--- src/hw/rtl/lcs_pkg.sv ---
// ----------------------------------------------------------------------------
// lcs_pkg
// Shared types for the LCS length row engine: the beat that walks the chain.
// ----------------------------------------------------------------------------
`default_nettype none

package lcs_pkg;

  // one beat as it travels from cell to cell
  typedef struct packed {
    logic       valid;     // slot holds a beat
    logic       is_query;  // 1 = query character, 0 = reference character
    logic       last;      // final character of its string
    logic       clear;     // reference beat that starts a new reference
    logic       wr;        // reference beat that stores its character
    logic       ovf;       // truncation flag carried by a query beat
    logic [7:0] ch;        // character byte
  } beat_t;

  localparam int unsigned CharWidth  = 8;
  localparam int unsigned LenWidth   = 9;
  localparam int unsigned OutDataPad = 16;

endpackage

`default_nettype wire

--- src/hw/rtl/lcs_entry.sv ---
// ----------------------------------------------------------------------------
// lcs_entry
// Reference bookkeeping at the head of the chain: length, completion and
// truncation; turns an input beat into a chain beat or drops it.
// ----------------------------------------------------------------------------
`default_nettype none

module lcs_entry #(
  parameter int unsigned MAX_LEN = 256,
  parameter int unsigned IW      = 8,
  parameter int unsigned LW      = 9
) (
  input  wire logic                       clk,
  input  wire logic                       rst_n,
  input  wire logic                       take,
  input  wire logic                       kind,
  input  wire logic [lcs_pkg::CharWidth-1:0] ch,
  input  wire logic                       last,
  output lcs_pkg::beat_t                  beat,
  output logic      [IW-1:0]              idx
);
  import lcs_pkg::*;

  logic [LW-1:0] ref_len_r;
  logic [LW-1:0] ref_len_nxt;
  logic          ref_done_r;
  logic          ref_done_nxt;
  logic          ovf_r;
  logic          ovf_nxt;
  logic          start;
  logic [LW-1:0] len_base;
  logic          room;

  // a reference beat after a completed reference opens a new one
  assign start    = ref_done_r;
  assign len_base = start ? '0 : ref_len_r;
  assign room     = (len_base < LW'(MAX_LEN));

  always_comb begin
    ref_len_nxt  = ref_len_r;
    ref_done_nxt = ref_done_r;
    ovf_nxt      = ovf_r;
    if (take && !kind) begin
      ref_len_nxt  = room ? (len_base + LW'(1)) : len_base;
      ref_done_nxt = last;
      ovf_nxt      = (start ? 1'b0 : ovf_r) | !room;
    end
  end

  always_ff @(posedge clk) begin
    if (!rst_n) begin
      ref_len_r  <= '0;
      ref_done_r <= 1'b0;
      ovf_r      <= 1'b0;
    end else begin
      ref_len_r  <= ref_len_nxt;
      ref_done_r <= ref_done_nxt;
      ovf_r      <= ovf_nxt;
    end
  end

  // beat for the first column; early queries become bubbles
  always_comb begin
    beat.valid    = take && (!kind || ref_done_r);
    beat.is_query = kind;
    beat.last     = last;
    beat.clear    = !kind && start;
    beat.wr       = !kind && room;
    beat.ovf      = ovf_r;
    beat.ch       = ch;
  end

  assign idx = len_base[IW-1:0];

  // length never passes the row size
  a_len_bound: assert property (@(posedge clk) disable iff (!rst_n)
    ref_len_r <= LW'(MAX_LEN))
    else $error("reference length beyond row size");

  // a completed reference holds at least one character
  a_done_nonempty: assert property (@(posedge clk) disable iff (!rst_n)
    ref_done_r |-> (ref_len_r != '0))
    else $error("completed reference is empty");

endmodule

`default_nettype wire

--- config.mk ---
export PLATFORM = sky130hd
export DESIGN_NAME = lcs_entry
export DESIGN_NICKNAME = d
export VERILOG_FILES = /design/src/hw/rtl/lcs_pkg.sv /design/src/hw/rtl/lcs_entry.sv
export SDC_FILE = /design/constraint.sdc
export NUM_CORES = 1
export LEC_CHECK = 0
export ABC_CLOCK_PERIOD_IN_PS = 4000
export BUFFER_PORTS_ARGS = -buffer_cell sky130_fd_sc_hd__buf_2
export CORE_AREA = 2 2 51 53
export DETAILED_ROUTE_END_ITERATION = 8
export DIE_AREA = 0 0 53 55
export GPL_ROUTABILITY_DRIVEN = 0
export MAX_ROUTING_LAYER = met4
export SYNTH_ARGS = -nofsm -noshare
export SYNTH_HDL_FRONTEND = slang
export SYNTH_SLANG_ARGS = --single-unit
--- constraint.sdc ---
create_clock -name clk -period 4 [get_ports clk]
set_input_delay 0.2 -clock clk [delete_from_list [all_inputs] [get_ports clk]]
set_output_delay 0.2 -clock clk [all_outputs]
set_load 0.05 [all_outputs]
==> qor.yml <==
clock_tree:
  cts_num_sinks: 11
  post_cts_buffers: 0
  clockBufferDepth: 2
  clk_latency_ns: 0.27
  cts_tree: "done"
  cts_buffers: 3
  h-tree-depth: 1
  clk_pin_slew_ns: 0.07
  cts_hold_buffers: 0
  cts-resized-gates: 0
  cts-root-buf: "clkbuf_4"
final_layout:
  layout_commonest_cell: "buf_2"
  fin_nets: 123
  fin_area_sq_um: 789.5
  final_cell_mix: "buf_2 (18), nand2_1 (13), dfxtp_1 (11)"
  antenna_cells: 0
  final_layout_size_suffix_gt1_share_pct: 21.30
  final_cells: 138
  layout-area-overhead-vs-synth_pct: 6.408
floorplanning:
  rows: 18
  core_sq_um: 2365
  die_height_microns: 55
  dieWidth_microns: 53
  dieArea_sq_um: 2915
  num_io_pins: 35
  start_util_pct: 31.38
status:
  status: "complete, no violations"
pwr:
  p_comb_share_pct: 14.7
  netSwitchingFraction_pct: 29.30
  clock_power_share_pct: 34.3
  pwr-share-seq_pct: 51.1
  switchingPower_uw: 65.73
  ir_worst_vdd_mv: 0.1385
  p_int_uw: 158.6
  leakagePower_nw: 0.3106
  pwr_density_cell_nw_per_um2: 284.1
worst_setup_path:
  end_kind: "primary output"
  critPathKind: "reg2out"
  worst-endpoint-arrival_ns: 1.67
  critPathLaunchType: "register"
  startpoint: "ref_done_r"
  crit_fanout: 19
  r2r-start: "ref_done_r"
  rrSetupSlack_ns: 2.33
  r2r-end: "ref_len_r[6]"
  crit_end: "beat[13]"
  worstRegToRegCells: 5
  crit_required_ns: 3.80
synth:
  yosys_warnings: 0
  yosysUniqueCellTypes: 22
  syn_nets: 116
  yosys_register_bits: 11
  syn_area_sq_um: 742.0
  yosysSeqAreaShare_pct: 29.68
  avgSynthCellArea_sq_um: 7.274
  syn_inst: 102
detailed_routing:
  wirelength_mm: 1.588
  dr.pass1.iters: 4
  drt_first_iter_violations: 6
  routedWlPerCell_microns: 11.51
  drcViolationCount: 0
  drt.antenna.violating_nets: 0
  routed_via_density: 4.855
  via_count: 670
sta:
  finalHoldViolations: 0
  setup_viol: 0
  fmax_ghz: 0.5344
  worst_slew_pin_slew_ns: 0.6615
  rsz0062_at_grt: "false"
  slew_headroom_pct: 55.84
  post-route-period-util_pct: 46.78
  whs_ns: 0.1882
  tns_ns: 0
  period_minus_slack_ns: 1.871
  skew_ns: 0.0008581
  drv_slew: 0
global_route:
  antenna_found_initial: 0
  grt_pass1_vias: 545
  groute.usage.overall_pct: 12.27
  grt_max_degree: 20
  grt-ovfl-total: 0
  grt_pass1_wl_mm: 2.532
placed_design:
  place_inst: 134
  place_area_sq_um: 763.2
  io_buffers: 18
  dp_hpwl_mm: 1.138
min_path:
  hp-class: "in2reg"
run:
  maxCapViolations: 0
## cell families after synthesis
group,Yosys count,share of synthesized area [%]
AND/OR/NAND/NOR,51,35.58
AO/OA/AOI/OAI,21,17.71
buffers and inverters,18,15.35
flip-flops,11,29.68
adder cells (fa/ha/maj),1,1.686
## metrics by stage
stage	util (%)	total power, mW	worst slack [ns]
floorplan	-	0.1654	1.714
global placement	32.28	0.1498	2.405
detailed placement	32.28	0.1501	2.358
CTS	33.39	0.2288	2.097
global route	33.39	0.2389	1.897
finish	33.39	0.2243	2.129
## flip-flops by register name, indices dropped and copies added, names as in the netlist
name / flops
ovf_r: 1
ref_done_r: 1
ref_len_r: 9
## cell usage after synthesis, drive strengths merged
library cell  count  area (sq um)
a21oi             4         20.02
o21ai             7         35.03
nand4b            2         17.52
ha                1         12.51
buf              15         102.6
dfxtp            11         220.2
and2b             1         10.01
or3               1         6.260
nand3             9         45.04
nor2b            11         76.32
nand2            13         48.80
o211ai            4         30.03
nor3              4         20.02
a21boi            5         37.54
nand2b            1         6.260
clkbuf            1         3.750
o311ai            1         8.760
nor2              9         33.78
inv               2         7.510
## per-layer routing
metal	up-vias	global-route usage, %	part of all wire (%)
met5	-	-	0
met4	0	3.846	1.3
met3	2	5.108	6.9
met2	29	16.67	42
met1	288	16.37	49
li1	351	-	-
## cell type report
class | count | area, sq um
well taps | 30 | 37.54
repair buffers | 18 | 90.09
inverters | 2 | 7.507
clock buffers | 4 | 26.28
multi-input cells | 73 | 407.9
fillers | 272 | 1575
flip-flops and latches | 11 | 220.2
## critical path, stage by stage, from the launching register on
cell	delay, ns
dfxtp_1	0.75
inv_1	0.19
a21boi_0	0.18
buf_2	0.28
## power groups by stage
stage	logic, mW	registers, mW	clock network [mW]
6_report	0.0329	0.115	0.0768
5_1_grt	0.0355	0.115	0.0881
4_1_cts	0.0332	0.115	0.0811
3_5_place_dp	0.0330	0.117	0
3_3_place_gp	0.0328	0.117	0
2_1_floorplan	0.0510	0.114	0
## worst min-delay path by stage
stage               start          to  slack, ns  cells past startpoint
floorplan            last  ref_done_r       0.34                      2
global placement    ch[4]     beat[4]       0.40                      0
detailed placement  ch[4]     beat[4]       0.40                      0
CTS                  last  ref_done_r       0.18                      3
global route         last  ref_done_r       0.18                      3
finish               last  ref_done_r       0.19                      3
Note: power is estimated with default switching activity, not from simulation.
