## src/hw/rtl/lcs_pkg.sv

```systemverilog
// ----------------------------------------------------------------------------
// lcs_pkg
// Shared types for the LCS length row engine: the beat that walks the chain.
// ----------------------------------------------------------------------------
`default_nettype none

package lcs_pkg;

  // one beat as it travels from cell to cell
  typedef struct packed {
    logic       valid;     // slot holds a beat
    logic       is_query;  // 1 = query character, 0 = reference character
    logic       last;      // final character of its string
    logic       clear;     // reference beat that starts a new reference
    logic       wr;        // reference beat that stores its character
    logic       ovf;       // truncation flag carried by a query beat
    logic [7:0] ch;        // character byte
  } beat_t;

  localparam int unsigned CharWidth  = 8;
  localparam int unsigned LenWidth   = 9;
  localparam int unsigned OutDataPad = 16;

endpackage

`default_nettype wire

```

## src/hw/rtl/lcs_cell.sv

```systemverilog
// ----------------------------------------------------------------------------
// lcs_cell
// One column of the score row: holds a reference character and its score,
// updates on each passing query beat while active and hands the beat on through its beat register.
// ----------------------------------------------------------------------------
`default_nettype none

module lcs_cell #(
  parameter int unsigned IDX = 0,
  parameter int unsigned IW  = 8,
  parameter int unsigned SW  = 9
) (
  input  wire logic                  clk,
  input  wire logic                  rst_n,
  input  wire logic                  adv,
  input  wire lcs_pkg::beat_t        in_beat,
  input  wire logic [IW-1:0]         in_idx,
  input  wire logic [SW-1:0]         in_left,
  input  wire logic [SW-1:0]         in_diag,
  output lcs_pkg::beat_t             out_beat,
  output logic      [IW-1:0]         out_idx,
  output logic      [SW-1:0]         out_left,
  output logic      [SW-1:0]         out_diag
);
  import lcs_pkg::*;

  logic [CharWidth-1:0] ref_char_r;
  logic                 active_r;
  logic [SW-1:0]        score_r;
  logic [SW-1:0]        score_nxt;
  logic                 active_nxt;
  logic [SW-1:0]        cell_val;
  logic                 match;
  logic                 hit;
  beat_t                beat_r;
  logic [IW-1:0]        idx_r;
  logic [SW-1:0]        left_r;
  logic [SW-1:0]        diag_r;

  // dp recurrence for this column
  assign match    = (ref_char_r == in_beat.ch);
  assign cell_val = match ? (in_diag + SW'(1)) : ((score_r > in_left) ? score_r : in_left);
  assign hit      = in_beat.wr && (in_idx == IW'(IDX));

  // next state of the column
  always_comb begin
    score_nxt  = score_r;
    active_nxt = active_r;
    if (in_beat.valid) begin
      if (in_beat.is_query) begin
        if (active_r) begin
          score_nxt = in_beat.last ? '0 : cell_val;
        end
      end else begin
        if (in_beat.clear) begin
          score_nxt  = '0;
          active_nxt = 1'b0;
        end
        if (hit) begin
          active_nxt = 1'b1;
        end
      end
    end
  end

  // column state
  always_ff @(posedge clk) begin
    if (!rst_n) begin
      active_r <= 1'b0;
      score_r  <= '0;
    end else if (adv) begin
      active_r <= active_nxt;
      score_r  <= score_nxt;
    end
  end

  // reference character store
  always_ff @(posedge clk) begin
    if (adv && in_beat.valid && !in_beat.is_query && hit) begin
      ref_char_r <= in_beat.ch;
    end
  end

  // hand the beat to the next column
  always_ff @(posedge clk) begin
    if (!rst_n) begin
      beat_r <= '0;
    end else if (adv) begin
      beat_r <= in_beat;
    end
  end

  always_ff @(posedge clk) begin
    if (adv) begin
      idx_r  <= in_idx;
      left_r <= (active_r && in_beat.is_query) ? cell_val : in_left;
      diag_r <= score_r;
    end
  end

  assign out_beat = beat_r;
  assign out_idx  = idx_r;
  assign out_left = left_r;
  assign out_diag = diag_r;

endmodule

`default_nettype wire

```

## config.mk

```make
export PLATFORM = sky130hd
export DESIGN_NAME = lcs_cell
export DESIGN_NICKNAME = d
export VERILOG_FILES = /design/src/hw/rtl/lcs_pkg.sv /design/src/hw/rtl/lcs_cell.sv
export SDC_FILE = /design/constraint.sdc
export NUM_CORES = 1
export LEC_CHECK = 0
export ABC_AREA = 1
export BUFFER_PORTS_ARGS = -buffer_cell sky130_fd_sc_hd__buf_2
export CAP_MARGIN = 0
export CORE_ASPECT_RATIO = 1.2
export CORE_MARGIN = 2
export CORE_UTILIZATION = 32
export CTS_CLUSTER_DIAMETER = 50
export DETAILED_ROUTE_END_ITERATION = 10
export SLEW_MARGIN = 20
export SYNTH_ARGS = -nofsm -noshare
export SYNTH_HDL_FRONTEND = slang
export SYNTH_SLANG_ARGS = --single-unit
```

## constraint.sdc

```tcl
create_clock -name clk -period 1.9 [get_ports clk]
set_clock_uncertainty 0.05 [all_clocks]
set_input_delay 0.285 -clock clk [delete_from_list [all_inputs] [get_ports clk]]
set_output_delay 0.285 -clock clk [all_outputs]
set_load 0.03 [all_outputs]
```

==> results.md <==
Run status:
- The run finished with clean final reports.

STA:
- The number of pins exceeding their max-slew limit in the final report is 0.
- The final number of setup-violating endpoints is 0.
- The max-slew headroom at the worst pin is 55.9%.
- The worst path needs 1.84 ns of the cycle, external delays included.
- Once routing completed, OpenROAD measured the worst setup slack at 0.0578 ns.
- The total count of hold-check failures in the final report is 0.
- The top achievable clock speed is 0.543 GHz.
- The final worst-path cycle share is 97.0%.
- For the pin with the worst max-slew slack, the measured transition is 0.661 ns.
- Setup repair after global routing could not meet its margin everywhere.

Setup path:
- The worst endpoint data arrival time is 1.86 ns.
- The logic depth of the worst register-to-register path is 9.
- Traced cell by cell, the critical path runs through ha_4 > nand2_4 > nor2_4 > nand4_4 > buf_4 > nand3_2 > nand3_2 > nand3_1 > o21ai_1.
- For the worst setup path, the data required time is 1.92 ns.
- The worst setup path is captured at a flip-flop.
- The beginning of the worst register-to-register path is score_r[8]$_SDFFE_PN0P_.
- For this run, the slowest stage of the critical path takes 0.34 ns.
- The number of buffer and inverter stages on the critical path is 1.
- The startpoint class of the critical path is a flip-flop.
- The family with the most delay on the worst path is simple AND/OR/NAND/NOR gates.
- Among the stages of the critical path, the cell type that occurs most often is sky130_fd_sc_hd__nand3_2.
- Setup slack on the worst reg-to-reg path comes out at 0.06 ns.
- The slowest stage of the critical path belongs to the cell sky130_fd_sc_hd__dfxtp_2.
- The maximum fanout along the worst path is 4.
- The worst register-to-register path ends at out_left[1]$_DFFE_PP_.
- The critical path start-end classification is flip-flop to flip-flop.

Die:
- The die is 90.0 um wide.
- The floorplan has 37 rows.
- The core region is 8610 sq um.
- The die area is 9650 sq um.
- The starting utilization of the core area is 33.0%.
- The I/O pin count is 83.
- The die is 107 um tall.

Power and ir drop:
- The maximum vdd drop is 276 uV.
- The switching part of the total is 26.5%.
- Cell internal power was estimated by the tool at 2.10 mW.
- The leakage power is 1.73 nW.
- The clock network accounts for 37.2% of the total power.
- The switching power of the nets is 0.758 mW.
- The sequential group share of total power is 49.1%.
- For this design the ratio of total power to cell area is 737 nW/um^2.
- Combinational logic is responsible for 13.7% of the overall power.
- The completed layout was analyzed and its total power is 2.86 mW.

Final layout:
- The fill cell total of the finished layout is 877.
- The number of antenna diodes in the final layout is 0.
- Excluding fillers, the count of instances in the completed layout stands at 535.
- The net count of the finished layout is 466.
- The synthesis-to-layout area growth is 36.5%.
- The post-route netlist has 41.9% of its cells at a drive strength greater than 1.

Place:
- Routability-driven placement finished with a final weighted congestion of 0.847.
- Summed over all nets, the half-perimeter wirelength after detailed placement is 5130 um.
- Counting tap cells, the placed design contains a total of 519 instances.
- The number of port buffers is 82.
- Before CTS, the worst setup slack after placement is -0.0937 ns.

Flow run:
- The max-capacitance violation count is 0.

Global route:
- The via count of the first global-routing pass came to 2450.
- The global-route wire length before repair is 11500 um.
- The number of antenna violations at the first check in global routing is 0.
- Global routing used 15.4% of the available tracks across all layers.
- The overflow left after global routing is 0.
- The pin count of the biggest net entering global routing is 48.

Clock tree:
- Clock-pin slew was measured on the worst setup and hold paths at 0.06 ns.
- The number of H-tree levels is 3.
- The number of sinks driven by the clock tree is 58.
- The number of clock buffers inserted by TritonCTS is 9.
- The clock latency on the worst-skew pair is 0.34 ns.
- The root cell of the clock tree is sky130_fd_sc_hd__clkbuf_8.
- The quantity of hold-fixing buffers added after cts is 0.
- The clock passes through at most 2 buffers.
- TritonCTS built the clock tree.

Synth:
- The commonest cells after synthesis are sky130_fd_sc_hd__nand2_1 (66), sky130_fd_sc_hd__inv_1 (37), sky130_fd_sc_hd__edfxtp_1 (34).
- The cell area that synthesis handed to floorplanning was 2840 sq um.
- The most frequent cell after synthesis is sky130_fd_sc_hd__nand2_1.
- The net count after synthesis is 362.
- For this run, the leading register cell type out of synthesis is sky130_fd_sc_hd__edfxtp_1.
- The number of enable-type register cells in the synthesized netlist is 34.
- sky130_fd_sc_hd__edfxtp_1 takes more of the synthesized area than any other cell.
- Yosys attributes the largest share of cell area to sky130_fd_sc_hd__edfxtp_1 (36%), sky130_fd_sc_hd__dfxtp_1 (17%), sky130_fd_sc_hd__nand2_1 (8.7%).
- The count of mapped cells out of synthesis is 309.
- The post-synthesis sequential element count is 58.
- The synthesized design devotes to its leading area cell type 35.9% of total area.
- The number of synthesis warnings is 0.
- The share of async-settable or async-resettable flops after synthesis is 0%.
- Of the synthesized area, sequential elements account for 52.8%.
- Averaged over all synthesized cells, the footprint is 9.20 sq um.
- In this run, distinct cell masters in the synthesized netlist total 32.

Min path:
- The min-delay analysis places its worst path in the category input port to flip-flop.
- The terminating pin of the worst hold path is out_idx[2]$_DFFE_PP_.
- The instance count along the most critical hold path is 1.
- The hold path startpoint is in_idx[2].

Route:
- The overall routed net length is 7130 um.
- The first-pass detailed-route iteration total is 4.
- After detailed routing, the average wire length per cell comes to 13.3 um.
- After detailed routing, the number of remaining DRC violations is 0.
- The violation count after the first detailed-route iteration is 115.
- The detail route stage leaves a number of antenna-violating nets equal to 0.
- The final route contains 2508 vias.
- The average via count per standard cell is 4.69.
## state kept, by name, indices dropped and copies added, names as in the netlist
signal / cells
out_diag: 9
score_r: 9
ref_char_r: 8
out_idx: 8
out_left: 9
active_r: 1
out_beat: 14
## metal layers
metal	vias up	wire (um)	GRT usage [%]
li1	1243	-	-
met1	1168	3020	17.6
met2	84	3450	25.7
met3	13	503	5.48
met4	0	159	7.58
met5	-	0	0
## placed cells by master (no fill, tap or decap), drive strengths merged, types with 3 or more instances in the layout
master  instances
a21oi          21
buf           101
clkbuf         14
dfxtp          24
edfxtp         34
ha             10
inv            40
nand2          70
nand3          39
nand4           5
nor2           22
nor3            3
o21ai          23
or2             4
## through the flow
stage	util [%]	area [sq um]	TNS (ns)	hold slack, ns
6_report	45.0	3880	0	0.0821
4_1_cts	42.8	3680	0	0.0616
5_1_grt	45.0	3880	-0.0741	0.0640
3_3_place_gp	40.6	3500	-0.462	0.402
3_5_place_dp	40.6	3500	-0.637	0.403
2_1_floorplan	-	2840	0	0.334
## power by group through the flow
stage / clock network, mW / registers [mW] / logic, mW
final: 1.06 / 1.40 / 0.391
after global placement: 0 / 1.43 / 0.371
after global routing: 1.15 / 1.41 / 0.428
after floorplan: 0 / 1.55 / 0.103
after detailed placement: 0 / 1.43 / 0.375
after CTS: 1.10 / 1.40 / 0.375
## how the worst max path moves through the flow
stage	start	to	slack, ns	cells after the start
after detailed placement	in_left[8]	out_left[2]$_DFFE_PP_	-0.09	11
after global placement	in_left[8]	out_left[2]$_DFFE_PP_	-0.09	11
after CTS	score_r[8]$_SDFFE_PN0P_	out_left[2]$_DFFE_PP_	0.01	9
after floorplan	in_left[8]	out_left[7]$_DFFE_PP_	0.12	12
after global routing	score_r[4]$_SDFFE_PN0P_	out_left[1]$_DFFE_PP_	-0.02	10
final	score_r[8]$_SDFFE_PN0P_	out_left[1]$_DFFE_PP_	0.06	9
## logic make-up after synthesis
kind of cell	count (synthesis)	share of synthesized area, %
flops	58	52.8
simple gates	144	26.6
compound gates	47	8.85
buf+inv	48	6.74
xor+xnor	2	0.617
fa+ha+maj	10	4.40
## final cells by class
type | instances | area, sq um | share of cell area [%]
clock inverters | 2 | 8.76 | 0.226
inverters | 40 | 150 | 3.87
clock buffers | 14 | 174 | 4.49
flip-flops and latches | 58 | 1510 | 38.9
well taps | 117 | 146 | 3.78
multi-input cells | 203 | 1330 | 34.2
repair buffers | 101 | 561 | 14.5
## repair_timing
action	in CTS	in global routing
endpoints found under the hold margin	0	0
gates resized for setup	0	38
setup buffers	0	0
setup endpoints to repair	1	15
pin swaps	1	13
Power figures use the tool's default switching activity.
